File: src/hdl/spma_pkg.sv
`timescale 1ns / 1ps
package spma_pkg;

    localparam int MaxTermsDef   = 32;
    localparam int MaxExpDef     = 31;
    localparam int QueueDepthDef = 4;

    localparam logic OP_ADD = 1'b0;
    localparam logic OP_MUL = 1'b1;

    // Input beat
    typedef struct packed {
        logic               side;
        logic signed [15:0] coefficient;
        logic [4:0]         exponent;
        logic               final_req;
    } t_in;

    // Result beat
    typedef struct packed {
        logic signed [39:0] result_coefficient;
        logic [5:0]         result_exponent;
        logic               last;
        logic               empty_res;
        logic               overflow;
    } t_out;

    // Classified term, front to back
    typedef struct packed {
        logic               keep;  // write into the term store
        logic               side;
        logic signed [15:0] coef;
        logic [4:0]         exp;
        logic               fin;   // run ends here, start the computation
        logic               ovf;   // some term of this run was dropped
        logic               op;    // operation for this run
    } t_entry;

endpackage

File: src/hdl/spma_front.sv
`timescale 1ns / 1ps
module spma_front #(
    parameter int MAX_TERMS = spma_pkg::MaxTermsDef,
    parameter int MAX_EXP   = spma_pkg::MaxExpDef
) (
    input  logic            i_clk,
    input  logic            i_rst_n,
    input  logic            i_in_valid,
    output logic            o_in_ready,
    input  spma_pkg::t_in   i_in,
    input  logic            i_op,
    input  logic            i_q_full,
    output logic            o_push,
    output spma_pkg::t_entry o_entry
);
    localparam int CNT_W = $clog2(MAX_TERMS + 1);

    logic [CNT_W-1:0] r_cnt_a, r_cnt_b;
    logic             r_drop;
    logic             w_full_side;
    logic             w_drop;
    logic             w_acc;

    // Capacity and exponent check, tracked here so the back end never stores a bad term
    assign w_full_side = i_in.side ? (r_cnt_b == CNT_W'(MAX_TERMS))
                                   : (r_cnt_a == CNT_W'(MAX_TERMS));
    assign w_drop      = (i_in.exponent > 5'(MAX_EXP)) || w_full_side;
    assign o_in_ready  = !i_q_full;
    assign w_acc       = i_in_valid && !i_q_full;
    assign o_push      = w_acc;

    always_comb begin
        o_entry.keep = !w_drop;
        o_entry.side = i_in.side;
        o_entry.coef = i_in.coefficient;
        o_entry.exp  = i_in.exponent;
        o_entry.fin  = i_in.final_req;
        o_entry.ovf  = r_drop || w_drop;
        o_entry.op   = i_op;
    end

    always_ff @(posedge i_clk) begin
        if (!i_rst_n) begin
            r_cnt_a <= '0;
            r_cnt_b <= '0;
            r_drop  <= 1'b0;
        end else if (w_acc) begin
            if (i_in.final_req) begin
                r_cnt_a <= '0;
                r_cnt_b <= '0;
                r_drop  <= 1'b0;
            end else if (w_drop) begin
                r_drop <= 1'b1;
            end else if (i_in.side) begin
                r_cnt_b <= r_cnt_b + CNT_W'(1);
            end else begin
                r_cnt_a <= r_cnt_a + CNT_W'(1);
            end
        end
    end
endmodule

File: config.mk
export PLATFORM = sky130hd
export DESIGN_NAME = spma_front
export DESIGN_NICKNAME = d
export VERILOG_FILES = /design/src/hdl/spma_pkg.sv /design/src/hdl/spma_front.sv
export SDC_FILE = /design/constraint.sdc
export NUM_CORES = 1
export LEC_CHECK = 0
export BUFFER_PORTS_ARGS = -buffer_cell sky130_fd_sc_hd__buf_2
export CELL_PAD_IN_SITES_DETAIL_PLACEMENT = 1
export CELL_PAD_IN_SITES_GLOBAL_PLACEMENT = 1
export CORE_MARGIN = 5
export CORE_UTILIZATION = 32
export CTS_BUF_LIST = sky130_fd_sc_hd__clkbuf_4
export DETAILED_ROUTE_END_ITERATION = 8
export PLACE_DENSITY = 0.86
export SYNTH_ARGS = -nofsm -noshare
export SYNTH_HDL_FRONTEND = slang
export SYNTH_SLANG_ARGS = --single-unit
File: constraint.sdc
create_clock -name i_clk -period 2.17 [get_ports i_clk]
set_input_delay 0.434 -clock i_clk [delete_from_list [all_inputs] [get_ports i_clk]]
set_output_delay 0.434 -clock i_clk [all_outputs]
set_load 0.05 [all_outputs]
==> results_dict.tcl <==
set metrics [dict create \
    status "finished clean" \
    ys.flop_type "dfxtp_1" \
    cts_hold_buf 0 \
    grt_pass1_vias 782 \
    route.detailed.wl_per_inst_um 17.3 \
    critPathLaunchType "flop" \
    cpPeakStageDelay_ns 0.39 \
    max-vdd-ir-drop_mv 0.340 \
    tightest_slew_ns 0.405 \
    r2r_start "r_cnt_a[0]" \
    final_cells 134 \
    first_pass_iters 4 \
    grt_pass1_wl_um 3630 \
    ys_seq_elements 13 \
    die_area_mm2 0.00404 \
    dp_hpwl_um 1670 \
    drive_above_1_share_pct 24.3 \
    worst_hold_path_type "flop to flop" \
    synthArstFlopShare_pct 0 \
    r2r-end "r_cnt_a[0]" \
    setup_ws_ns 0.101 \
    clock_skew_ns 0.000536 \
    numPortBuffers 11 \
    syn-cell-area_um2 917 \
    cts_made_buffers 3 \
    synthTopCellsByArea "dfxtp_1 28%, buf_4 20%, nand3_1 4.9%, o22ai_1 3.4%, nor2_1 2.9%" \
    fillers 342 \
    clock_sinks 13 \
    hp-start "r_drop" \
    synth_top_area_cell "dfxtp_1" \
    r2r_slack_ns 0.55 \
    routed_wl_um 2320 \
    place_inst 127 \
    cts_tree "yes" \
    rows 19 \
    vias_per_cell 5.87 \
    root_buffer "clkbuf_4" \
    hold_viol_final 0 \
    end_kind "primary output" \
    slowest_stage "dfxtp_1" \
    die_x_um 63.5 \
    cp.required_ns 1.74 \
    start_util_pct 33.3 \
    nets 134 \
    ff2ff_path_depth 5 \
    pre_cts_ws_ns 0.110 \
    grt_overflow 0 \
    die_h_um 63.5 \
    path_buf_inv 1 \
    powerDensity_mw_per_mm2 536 \
    yosys_warnings 0 \
    path_cells "nor4_2 -> nand3_1 -> and2_1 -> nand2b_2 -> clkbuf_4" \
    antenna_found_initial 0 \
    finalSetupViolCount 0 \
    synth_edf_count 0 \
    ios 56 \
    ys_types 38 \
    worstPathMaxFanout 7 \
    clkLatencyLatePin_ns 0.28 \
    grt_use_total_pct 11.1 \
    path_class "flop to primary output" \
    syn_area_per_cell_um2 8.19 \
    grt_max_degree 15 \
    routabilityCongestion 0.722 \
    final_antenna_net_count 0 \
    cp.arrival_ns 1.63 \
    hold_depth 1 \
    vias 787 \
    maxCapViolCount 0 \
    multi_input_area_um2 460 \
    seq_area_frac_synth_pct 28.4 \
    drc 0 \
    max_freq_mhz 483 \
    power_leakage_nw 0.347 \
    critPathTopFamily "simple AND/OR/NAND/NOR gates" \
    h-tree-depth 1 \
    clockBufferDepth 2 \
    synth_top_area_share_pct 28.4 \
    syn_nets 142 \
    synth_cells 112 \
    hold_end "r_drop" \
    period_needed_ns 2.07 \
    area_delta_synth_final_pct -3.96 \
    finalSetupTns_ns 0 \
    first_iter_violations 34 \
    finalCritPeriodShare_pct 95.3 \
    antenna-diode-count 0 \
    coreArea_mm2 0.00276 \
    cts.clk_slew.worst_paths_ns 0.09 \
    drv_slew 0 \
    seq_area_um2 260 \
    slew_headroom_pct 72.9 \
]
worst reg2reg max path: stages, from the launching register on:
cell and delay (ns):
dfxtp_1 0.45, nor2_1 0.10, nand3_1 0.15, buf_4 0.14, or4b_4 0.49, o32ai_2 0.21
report_power, final:
group / switching [mW] / internal, mW
Clock: 0.0886 / 0.0838
Combinational: 0.0418 / 0.0160
Sequential: 0.00216 / 0.240
Total: 0.133 / 0.339
cells by family (layout without fill, tap and decap cells):
| group | Yosys count | after routing | share of synthesized area, % |
|---|---|---|---|
| flip-flops | 13 | 13 | 28.4 |
| buffers and inverters | 30 | 21 | 23.1 |
| AO/OA/AOI/OAI | 22 | 22 | 16.2 |
| adder cells (fa/ha/maj) | 2 | 2 | 2.73 |
| AND/OR/NAND/NOR | 45 | 45 | 29.6 |
worst max-delay path by stage:
| stage | slack [ns] | to | startpoint | cells after the start |
|---|---|---|---|---|
| 3_3_place_gp | 0.20 | o_entry[1] | i_in[22] | 6 |
| 5_1_grt | -0.01 | o_entry[1] | r_cnt_a[2] | 5 |
| 2_1_floorplan | 0.11 | o_entry[1] | i_in[22] | 5 |
| 3_5_place_dp | 0.11 | o_entry[1] | i_in[22] | 6 |
| 4_1_cts | 0.03 | o_entry[1] | r_cnt_a[2] | 5 |
| 6_report | 0.10 | o_entry[1] | r_cnt_a[2] | 5 |
cell usage in the layout, fill, tap and decap left out, types with 4 or more instances in the layout:
cell,count
dfxtp_1,13
buf_2,10
nand3_1,9
nor2_1,7
nand2_1,5
o22ai_1,5
o21ai_0,5
clkbuf_4,5
a21oi_1,4
metal layers:
layer  wire, µm  GRT usage [%]  vias to the layer above
met5          0              0                        -
met4         91           9.61                        0
met3        158          0.888                       20
met2       1080           18.0                       32
met1        991           12.9                      368
li1           -              -                      367
flip-flops by register name, summed over array words and instances, names as in the netlist:
signal and cells:
r_cnt_a 6, r_cnt_b 6, r_drop 1
cell usage after synthesis (all sizes together) (2+ instances only):
cell    count
ha          2
nand3       9
or3         2
o32ai       2
o21ai       5
dfxtp      13
a21oi       4
inv         2
nor2        7
nand2       5
nand4       3
and4        2
nand3b      2
buf        26
and3        3
o22ai       5
a31oi       2
area by class of cell:
type / count / share of cell area (%)
inverters: 3 / 1.28
multi-input cells: 69 / 52.3
well taps: 31 / 4.40
flip-flops and latches: 13 / 29.5
repair buffers: 14 / 9.09
clock buffers: 4 / 3.41
stage by stage:
| stage | hold slack, ns | util, % | area, µm² | power (mW) |
|---|---|---|---|---|
| 2_1_floorplan | 0.463 | - | 920 | 0.401 |
| 3_3_place_gp | 0.476 | 29.5 | 813 | 0.302 |
| 3_5_place_dp | 0.495 | 29.5 | 813 | 0.304 |
| 4_1_cts | 0.513 | 30.6 | 843 | 0.472 |
| 5_1_grt | 0.532 | 31.9 | 881 | 0.490 |
| 6_report | 0.510 | 31.9 | 881 | 0.472 |
repair_timing:
| action | CTS | global route |
|---|---|---|
| resized for setup | 0 | 3 |
| setup endpoints to repair | 0 | 1 |
| buffers inserted | 0 | 3 |
Note: power is estimated with default switching activity, not from simulation.
