[config.mk]
export PLATFORM = sky130hd
export DESIGN_NAME = spma_queue
export DESIGN_NICKNAME = d
export VERILOG_FILES = /design/src/hdl/spma_pkg.sv /design/src/hdl/spma_queue.sv
export SDC_FILE = /design/constraint.sdc
export NUM_CORES = 1
export LEC_CHECK = 0
export ABC_AREA = 1
export CORE_ASPECT_RATIO = 0.5
export CORE_MARGIN = 2
export CORE_UTILIZATION = 26
export CTS_CLUSTER_DIAMETER = 50
export DETAILED_ROUTE_END_ITERATION = 8
export DONT_BUFFER_PORTS = 1
export PLACE_DENSITY_LB_ADDON = 0.12
export REMOVE_ABC_BUFFERS = 1
export SKIP_LAST_GASP = 1
export SYNTH_ARGS = -nofsm -noshare
export SYNTH_HDL_FRONTEND = slang
export SYNTH_SLANG_ARGS = --single-unit
[constraint.sdc]
create_clock -name i_clk -period 3.9 [get_ports i_clk]
set_clock_uncertainty 0.1 [all_clocks]
set_input_delay 0.39 -clock i_clk [delete_from_list [all_inputs] [get_ports i_clk]]
set_output_delay 0.39 -clock i_clk [all_outputs]
set_load 0.02 [all_outputs]
[src/hdl/spma_pkg.sv]
`timescale 1ns / 1ps
package spma_pkg;

    localparam int MaxTermsDef   = 32;
    localparam int MaxExpDef     = 31;
    localparam int QueueDepthDef = 4;

    localparam logic OP_ADD = 1'b0;
    localparam logic OP_MUL = 1'b1;

    // Input beat
    typedef struct packed {
        logic               side;
        logic signed [15:0] coefficient;
        logic [4:0]         exponent;
        logic               final_req;
    } t_in;

    // Result beat
    typedef struct packed {
        logic signed [39:0] result_coefficient;
        logic [5:0]         result_exponent;
        logic               last;
        logic               empty_res;
        logic               overflow;
    } t_out;

    // Classified term, front to back
    typedef struct packed {
        logic               keep;  // write into the term store
        logic               side;
        logic signed [15:0] coef;
        logic [4:0]         exp;
        logic               fin;   // run ends here, start the computation
        logic               ovf;   // some term of this run was dropped
        logic               op;    // operation for this run
    } t_entry;

endpackage

[src/hdl/spma_queue.sv]
`timescale 1ns / 1ps
module spma_queue #(
    parameter int DEPTH = spma_pkg::QueueDepthDef
) (
    input  logic             i_clk,
    input  logic             i_rst_n,
    input  logic             i_push,
    input  spma_pkg::t_entry i_data,
    output logic             o_full,
    output logic             o_valid,
    output spma_pkg::t_entry o_data,
    input  logic             i_pop
);
    localparam int PTR_W = $clog2(DEPTH);
    localparam int CNT_W = $clog2(DEPTH + 1);

    spma_pkg::t_entry r_mem [DEPTH];
    logic [PTR_W-1:0] r_wp, r_rp;
    logic [CNT_W-1:0] r_cnt;
    logic             w_push, w_pop;

    assign o_full  = (r_cnt == CNT_W'(DEPTH));
    assign o_valid = (r_cnt != '0);
    assign o_data  = r_mem[r_rp];
    assign w_push  = i_push && !o_full;
    assign w_pop   = i_pop && o_valid;

    always_ff @(posedge i_clk) begin
        if (w_push) begin
            r_mem[r_wp] <= i_data;
        end
    end

    always_ff @(posedge i_clk) begin
        if (!i_rst_n) begin
            r_wp  <= '0;
            r_rp  <= '0;
            r_cnt <= '0;
        end else begin
            if (w_push) begin
                r_wp <= r_wp + PTR_W'(1);
            end
            if (w_pop) begin
                r_rp <= r_rp + PTR_W'(1);
            end
            if (w_push && !w_pop) begin
                r_cnt <= r_cnt + CNT_W'(1);
            end else if (w_pop && !w_push) begin
                r_cnt <= r_cnt - CNT_W'(1);
            end
        end
    end
endmodule

==> results of run 1 <==
## stage by stage
stage / setup WS [ns] / instances
6_report: 1.116 / 595
3_3_place_gp: 1.491 / 534
4_1_cts: 1.027 / 593
5_1_grt: 0.8265 / 595
2_1_floorplan: 1.576 / 305
3_5_place_dp: 1.465 / 534
## layout make-up
class	instances	area [um^2]	share of cell area
tap	227	284.0	0.05221
inverter	17	66.31	0.01219
multi-input combinational	175	910.9	0.1674
clock inverter	15	158.9	0.02921
sequential	113	3304	0.6074
timing repair buffer	29	285.3	0.05244
antenna	2	5.005	0.0009200
clock buffer	17	425.4	0.07820
## cells by family after synthesis
logic type	Yosys count	synth area share
buf+inv	32	0.03687
flops	113	0.7604
fa+ha+maj	6	0.01901
compound gates	82	0.1020
xor+xnor	1	0.002016
simple gates	86	0.07978
## worst max path at each step
stage	start	end	slack (ns)	depth (start not counted)
floorplan	flop	o_data[0]	1.58	3
global placement	flop	o_data[20]	1.49	4
detailed placement	flop	o_data[20]	1.46	4
CTS	flop	o_data[20]	1.03	4
global route	flop	o_data[20]	0.83	4
finish	flop	o_data[20]	1.12	4
## registers in the layout (all words and copies together) (netlist names), named ones only
name and flops:
r_mem 104, r_rp 2, r_cnt 3, r_wp 2
## where the power goes
| group | leakage (uW) | switching [uW] | internal, uW | total (uW) |
|---|---|---|---|---|
| Sequential | 0.00103 | 86.3 | 1480 | 1570 |
| Clock | 0.000270 | 555 | 943 | 1500 |
| Combinational | 0.000523 | 611 | 191 | 802 |
## layout by cell type, fill, tap and decap left out
cell           netlist  routed
edfxtp_1           104     104
nor2_1              65      61
o21ai_0             31      31
dlygate4sd3_1        0      27
o22ai_1             26      26
o21ai_1             22      22
clkbuf_16            0      17
inv_1               14      14
nand2_1             12      12
dfxtp_1              9       8
nor2_4               1       5
ha_1                 5       5
clkinvlp_4           0       5
nand3_1              4       4
nand2_2              3       3
a21oi_1              3       3
inv_6                0       3
clkinv_4             0       3
diode_2              0       2
inv_2                2       2
bufinv_16            0       2
buf_4                5       2
inv_4                1       1
xor2_1               1       1
nand3b_1             1       1
fa_1                 1       1
dfxtp_2              0       1
clkinv_2             0       1
clkinv_1             0       1
## per-layer routing
| layer | track usage | wire length, um |
|---|---|---|
| met3 | 0.04895 | 476 |
| met4 | 0.03373 | 91 |
| met5 | 0 | 0 |
| met1 | 0.1396 | 4518 |
| met2 | 0.1825 | 4337 |
## repair_timing
action                                 in CTS  in global routing
endpoints found under the hold margin     107                  0
setup buffers                               0                  0
hold buffers                               27                  0
==> flow_metrics.py, run 1 <==
metrics = {
    "run_status": {
        "status": "complete, no violations",
    },
    "floorplanning": {
        "io_pins": 58,
        "placementRows": 33,
        "die_h_um": 95.40,
        "start_util": 0.2657,
        "core_mm2": 0.01635,
        "die_x_um": 186.8,
        "die_area_mm2": 0.01782,
    },
    "timing": {
        "setup_viol": 0,
        "fin_crit_sh": 0.7138,
        "max_slew.worst_pin.slew_ns": 0.9429,
        "relSlewSlack": 0.3699,
        "fmax_mhz": 359.2,
        "timing.hold.ws_ns": 0.03995,
        "hold_viol": 0,
        "tns_ns": 0,
        "rsz0062_at_grt": "false",
        "fin_crit_ns": 2.784,
        "drv_slew": 0,
    },
    "synthesis": {
        "netlist_area_mm2": 0.004344,
        "synth_common_cells": "edfxtp_1 (104), nor2_1 (65), o21ai_0 (31)",
        "synth-edff-count": 104,
        "synth.most_common_cell": "edfxtp_1",
        "synth-main-ff-cell": "edfxtp_1",
        "ys_ff_latch": 113,
        "avgSynthCellArea_um2": 13.58,
        "async_flop_share": 0,
        "yosysTopAreaCell": "edfxtp_1",
        "synthDistinctLibCells": 21,
        "synth_top_area_share": 0.7189,
        "synthTopCellsByArea": "edfxtp_1 (72%), nor2_1 (5.6%), dfxtp_1 (4.1%)",
        "ys.warnings.count": 0,
        "ys_seq_area_frac": 0.7604,
        "syn_inst": 320,
    },
    "power_and_ir_drop": {
        "power_uw": 3866,
        "power.density_mw_per_mm2": 710.7,
        "leakage_uw": 0.001821,
        "peakVddDrop_mv": 0.2282,
    },
    "worst_hold_path": {
        "hp-class": "input pin to flop",
        "worstHoldPathCells": 2,
        "holdPathEnd": "r_cnt[1]",
        "hp-start": "i_rst_n",
    },
    "critical_path": {
        "worstPathArrival_ns": 2.29,
        "r2r_setup_slack_ns": 1.81,
        "crit_fanout": 26,
        "r2r_start": "r_cnt[0]",
        "cp_cell_sequence": "buf_4 -> inv_2 -> o21ai_0 -> o22ai_1",
        "critPathKind": "flop to output pin",
        "end_kind": "output pin",
        "r2r_cells": 13,
        "r2r_end": "r_cnt[2]",
        "critPathMaxStageDelay_ns": 0.53,
        "cp_top_family": "buffers and inverters",
        "critPathLaunchType": "flop",
        "crit_buf_inv": 2,
        "slowest_stage": "o22ai_1",
        "required_ns": 3.41,
    },
    "placement": {
        "place_area_mm2": 0.004581,
        "io_buffers": 0,
        "dp_hpwl_um": 5388,
        "gp_congestion": 0.7125,
    },
    "final_layout": {
        "drive_gt1_frac": 0.1230,
        "finalInstanceArea_mm2": 0.005440,
        "fin_util": 0.3327,
        "fillers": 1622,
        "area_growth_pct": 25.23,
        "nets": 389,
    },
    "route": {
        "antenna_left": 0,
        "drt_pass1_iterations": 5,
        "drcViolationCount": 0,
        "vias_per_cell": 4.264,
        "first_iter_violations": 165,
        "dr_total_vias": 2537,
        "drt-wirelength-per-cell_um": 15.84,
        "drt_wl_total_um": 9422,
    },
    "clock_network": {
        "cts-root-buf": "clkbuf_16",
        "cts_buffers": 17,
        "clock_latency_ns": 0.40,
        "tritoncts": "done",
        "clk_path_buf_depth": 2,
        "post_cts_resized": 0,
        "path_clk_slew_ns": 0.06,
        "clock-sinks": 113,
        "h-tree-depth": 4,
    },
    "global_routing": {
        "grt_max_degree": 53,
        "grt-ovfl-total": 0,
        "grt_usage": 0.1133,
        "antenna_found_initial": 2,
        "grt_pass1_vias": 2550,
        "grt_pass1_wl_um": 14560,
    },
    "run": {
        "drv_cap": 0,
    },
}
Note: power is estimated with default switching activity, not from simulation.
==> run 2: changes to the inputs <==
clock period = 2.55 ns   (was 3.9 ns; I/O delays follow)
==> flow_metrics.py, run 2 (same netlist as run 1, synthesis figures left out) <==
metrics = {
    "route": {
        "drt_wl_total_um": 9623,
        "drt-wirelength-per-cell_um": 15.96,
        "vias_per_cell": 4.347,
        "drcViolationCount": 0,
        "first_iter_violations": 163,
        "drt_pass1_iterations": 6,
        "dr_total_vias": 2621,
        "antenna_left": 0,
    },
    "timing": {
        "rsz0062_at_grt": "false",
        "fin_crit_ns": 2.236,
        "timing.hold.ws_ns": 0.03579,
        "fmax_mhz": 447.2,
        "drv_slew": 0,
        "tns_ns": 0,
        "fin_crit_sh": 0.8768,
        "hold_viol": 0,
        "max_slew.worst_pin.slew_ns": 0.6785,
        "setup_viol": 0,
        "relSlewSlack": 0.5543,
    },
    "placement": {
        "dp_hpwl_um": 5340,
        "place_area_mm2": 0.004618,
        "place_inst": 539,
        "io_buffers": 0,
        "gp_congestion": 0.7367,
    },
    "floorplanning": {
        "io_pins": 58,
        "placementRows": 33,
        "start_util": 0.2657,
        "die_h_um": 95.40,
        "die_area_mm2": 0.01782,
        "die_x_um": 186.8,
        "core_mm2": 0.01635,
    },
    "critical_path": {
        "slowest_stage": "o22ai_1",
        "critPathKind": "flop to output pin",
        "cp_cell_sequence": "inv_4 -> o21ai_0 -> o22ai_1",
        "worstPathArrival_ns": 1.88,
        "critPathMaxStageDelay_ns": 0.55,
        "critPathLaunchType": "flop",
        "crit_fanout": 52,
        "r2r_setup_slack_ns": 0.44,
        "end_kind": "output pin",
        "required_ns": 2.19,
    },
    "final_layout": {
        "final_common_cell": "edfxtp_1",
        "fillers": 1621,
        "fin_cells": 603,
        "multi_input_area_um2": 910.9,
        "top_regs": "r_mem x104, r_cnt x3",
        "final_cell_mix": "edfxtp_1 (104), nor2_1 (61), o21ai_0 (31), dlygate4sd3_1 (30), o22ai_1 (26)",
        "nets": 397,
        "drive_gt1_frac": 0.1337,
        "largest_register_ffs": 104,
        "regArea_mm2": 0.003304,
        "area_growth_pct": 26.84,
        "finalInstanceArea_mm2": 0.005510,
        "top_register": "r_mem",
    },
    "worst_hold_path": {
        "hp-class": "input pin to flop",
    },
    "power_and_ir_drop": {
        "power_uw": 5967,
        "p_int_uw": 4028,
        "peakVddDrop_mv": 0.3768,
        "switching_share": 0.3250,
        "power.density_mw_per_mm2": 1083,
        "leakage_uw": 0.001867,
        "power.switching_uw": 1939,
        "power_frac_seq": 0.392,
        "p_comb_frac": 0.223,
        "pwr-share-clk": 0.385,
    },
    "global_routing": {
        "grt-ovfl-total": 0,
        "grt_pass1_wl_um": 14720,
        "grt_usage": 0.1137,
        "grt_pass1_vias": 2658,
        "grt_max_degree": 53,
        "antenna_found_initial": 2,
    },
    "clock_network": {
        "cts-root-buf": "clkbuf_16",
        "cts_buffers": 17,
        "tritoncts": "done",
        "clock_latency_ns": 0.40,
        "clk_path_buf_depth": 2,
        "path_clk_slew_ns": 0.06,
        "h-tree-depth": 4,
        "clock-sinks": 113,
    },
    "run_status": {
        "status": "complete, no violations",
    },
    "run": {
        "drv_cap": 0,
    },
}
## run 2: changes by cell type in the layout (fill, tap and decap cells not counted), sizes merged
cell	change
buf	+5
clkbuf	+1
clkinvlp	-2
dlygate4sd3	+3
inv	+1
## run 2: worst max-delay path, delay by kind of cell (launching register included)
| kind | cells | cell delay (ns) |
|---|---|---|
| buffers and inverters | 1 | 0.42 |
| DFF | 1 | 0.34 |
| AOI/OAI and AO/OA | 2 | 0.71 |
## run 2: layer usage
metal / share of wire / vias to the layer above / global-route usage
met4: 0.0083 / 0 / 0.03968
met1: 0.48 / 1298 / 0.1409
met3: 0.048 / 8 / 0.04049
met2: 0.46 / 61 / 0.1868
li1: - / 1254 / -
met5: 0 / - / 0
## run 2: final cells by class
class	instances	area share
antenna	2	0.0009083
clock buffer	18	0.07788
clock inverter	14	0.02861
inverter	17	0.01203
multi-input combinational	175	0.1653
sequential	113	0.5997
tap	227	0.05154
timing repair buffer	37	0.06403
## run 2: repair_timing
| item | 4_1_cts | 5_1_grt |
|---|---|---|
| hold buffers | 30 | 0 |
| endpoints found under the setup margin | 0 | 0 |
| setup buffers | 0 | 0 |
| resized for setup | 0 | 0 |
| hold endpoints to repair | 113 | 0 |
## run 2: path summary, 6_finish.rpt
kind              startpoint    endpoint  cells past startpoint
setup / recovery        flop  o_data[20]                      3
hold / removal         i_pop     r_rp[0]                      3
setup reg to reg    r_cnt[0]    r_cnt[2]                     13
hold reg to reg      r_rp[0]     r_rp[0]                      2
## run 2: power by group through the flow
stage                     logic (uW)  registers [uW]  clock network (uW)
after floorplan                  868            2420                   0
after global placement          1260            2370                   0
after detailed placement        1300            2380                   0
after CTS                       1360            2340                2350
after global routing            1480            2360                2450
final                           1330            2340                2300
## run 2: per-stage QoR
step | setup slack [ns] | util
final | 0.3141 | 0.3370
after global routing | 0.1259 | 0.3370
after floorplan | 0.2994 | -
after global placement | 0.5940 | 0.2824
after detailed placement | 0.4548 | 0.2824
after CTS | 0.2706 | 0.3367
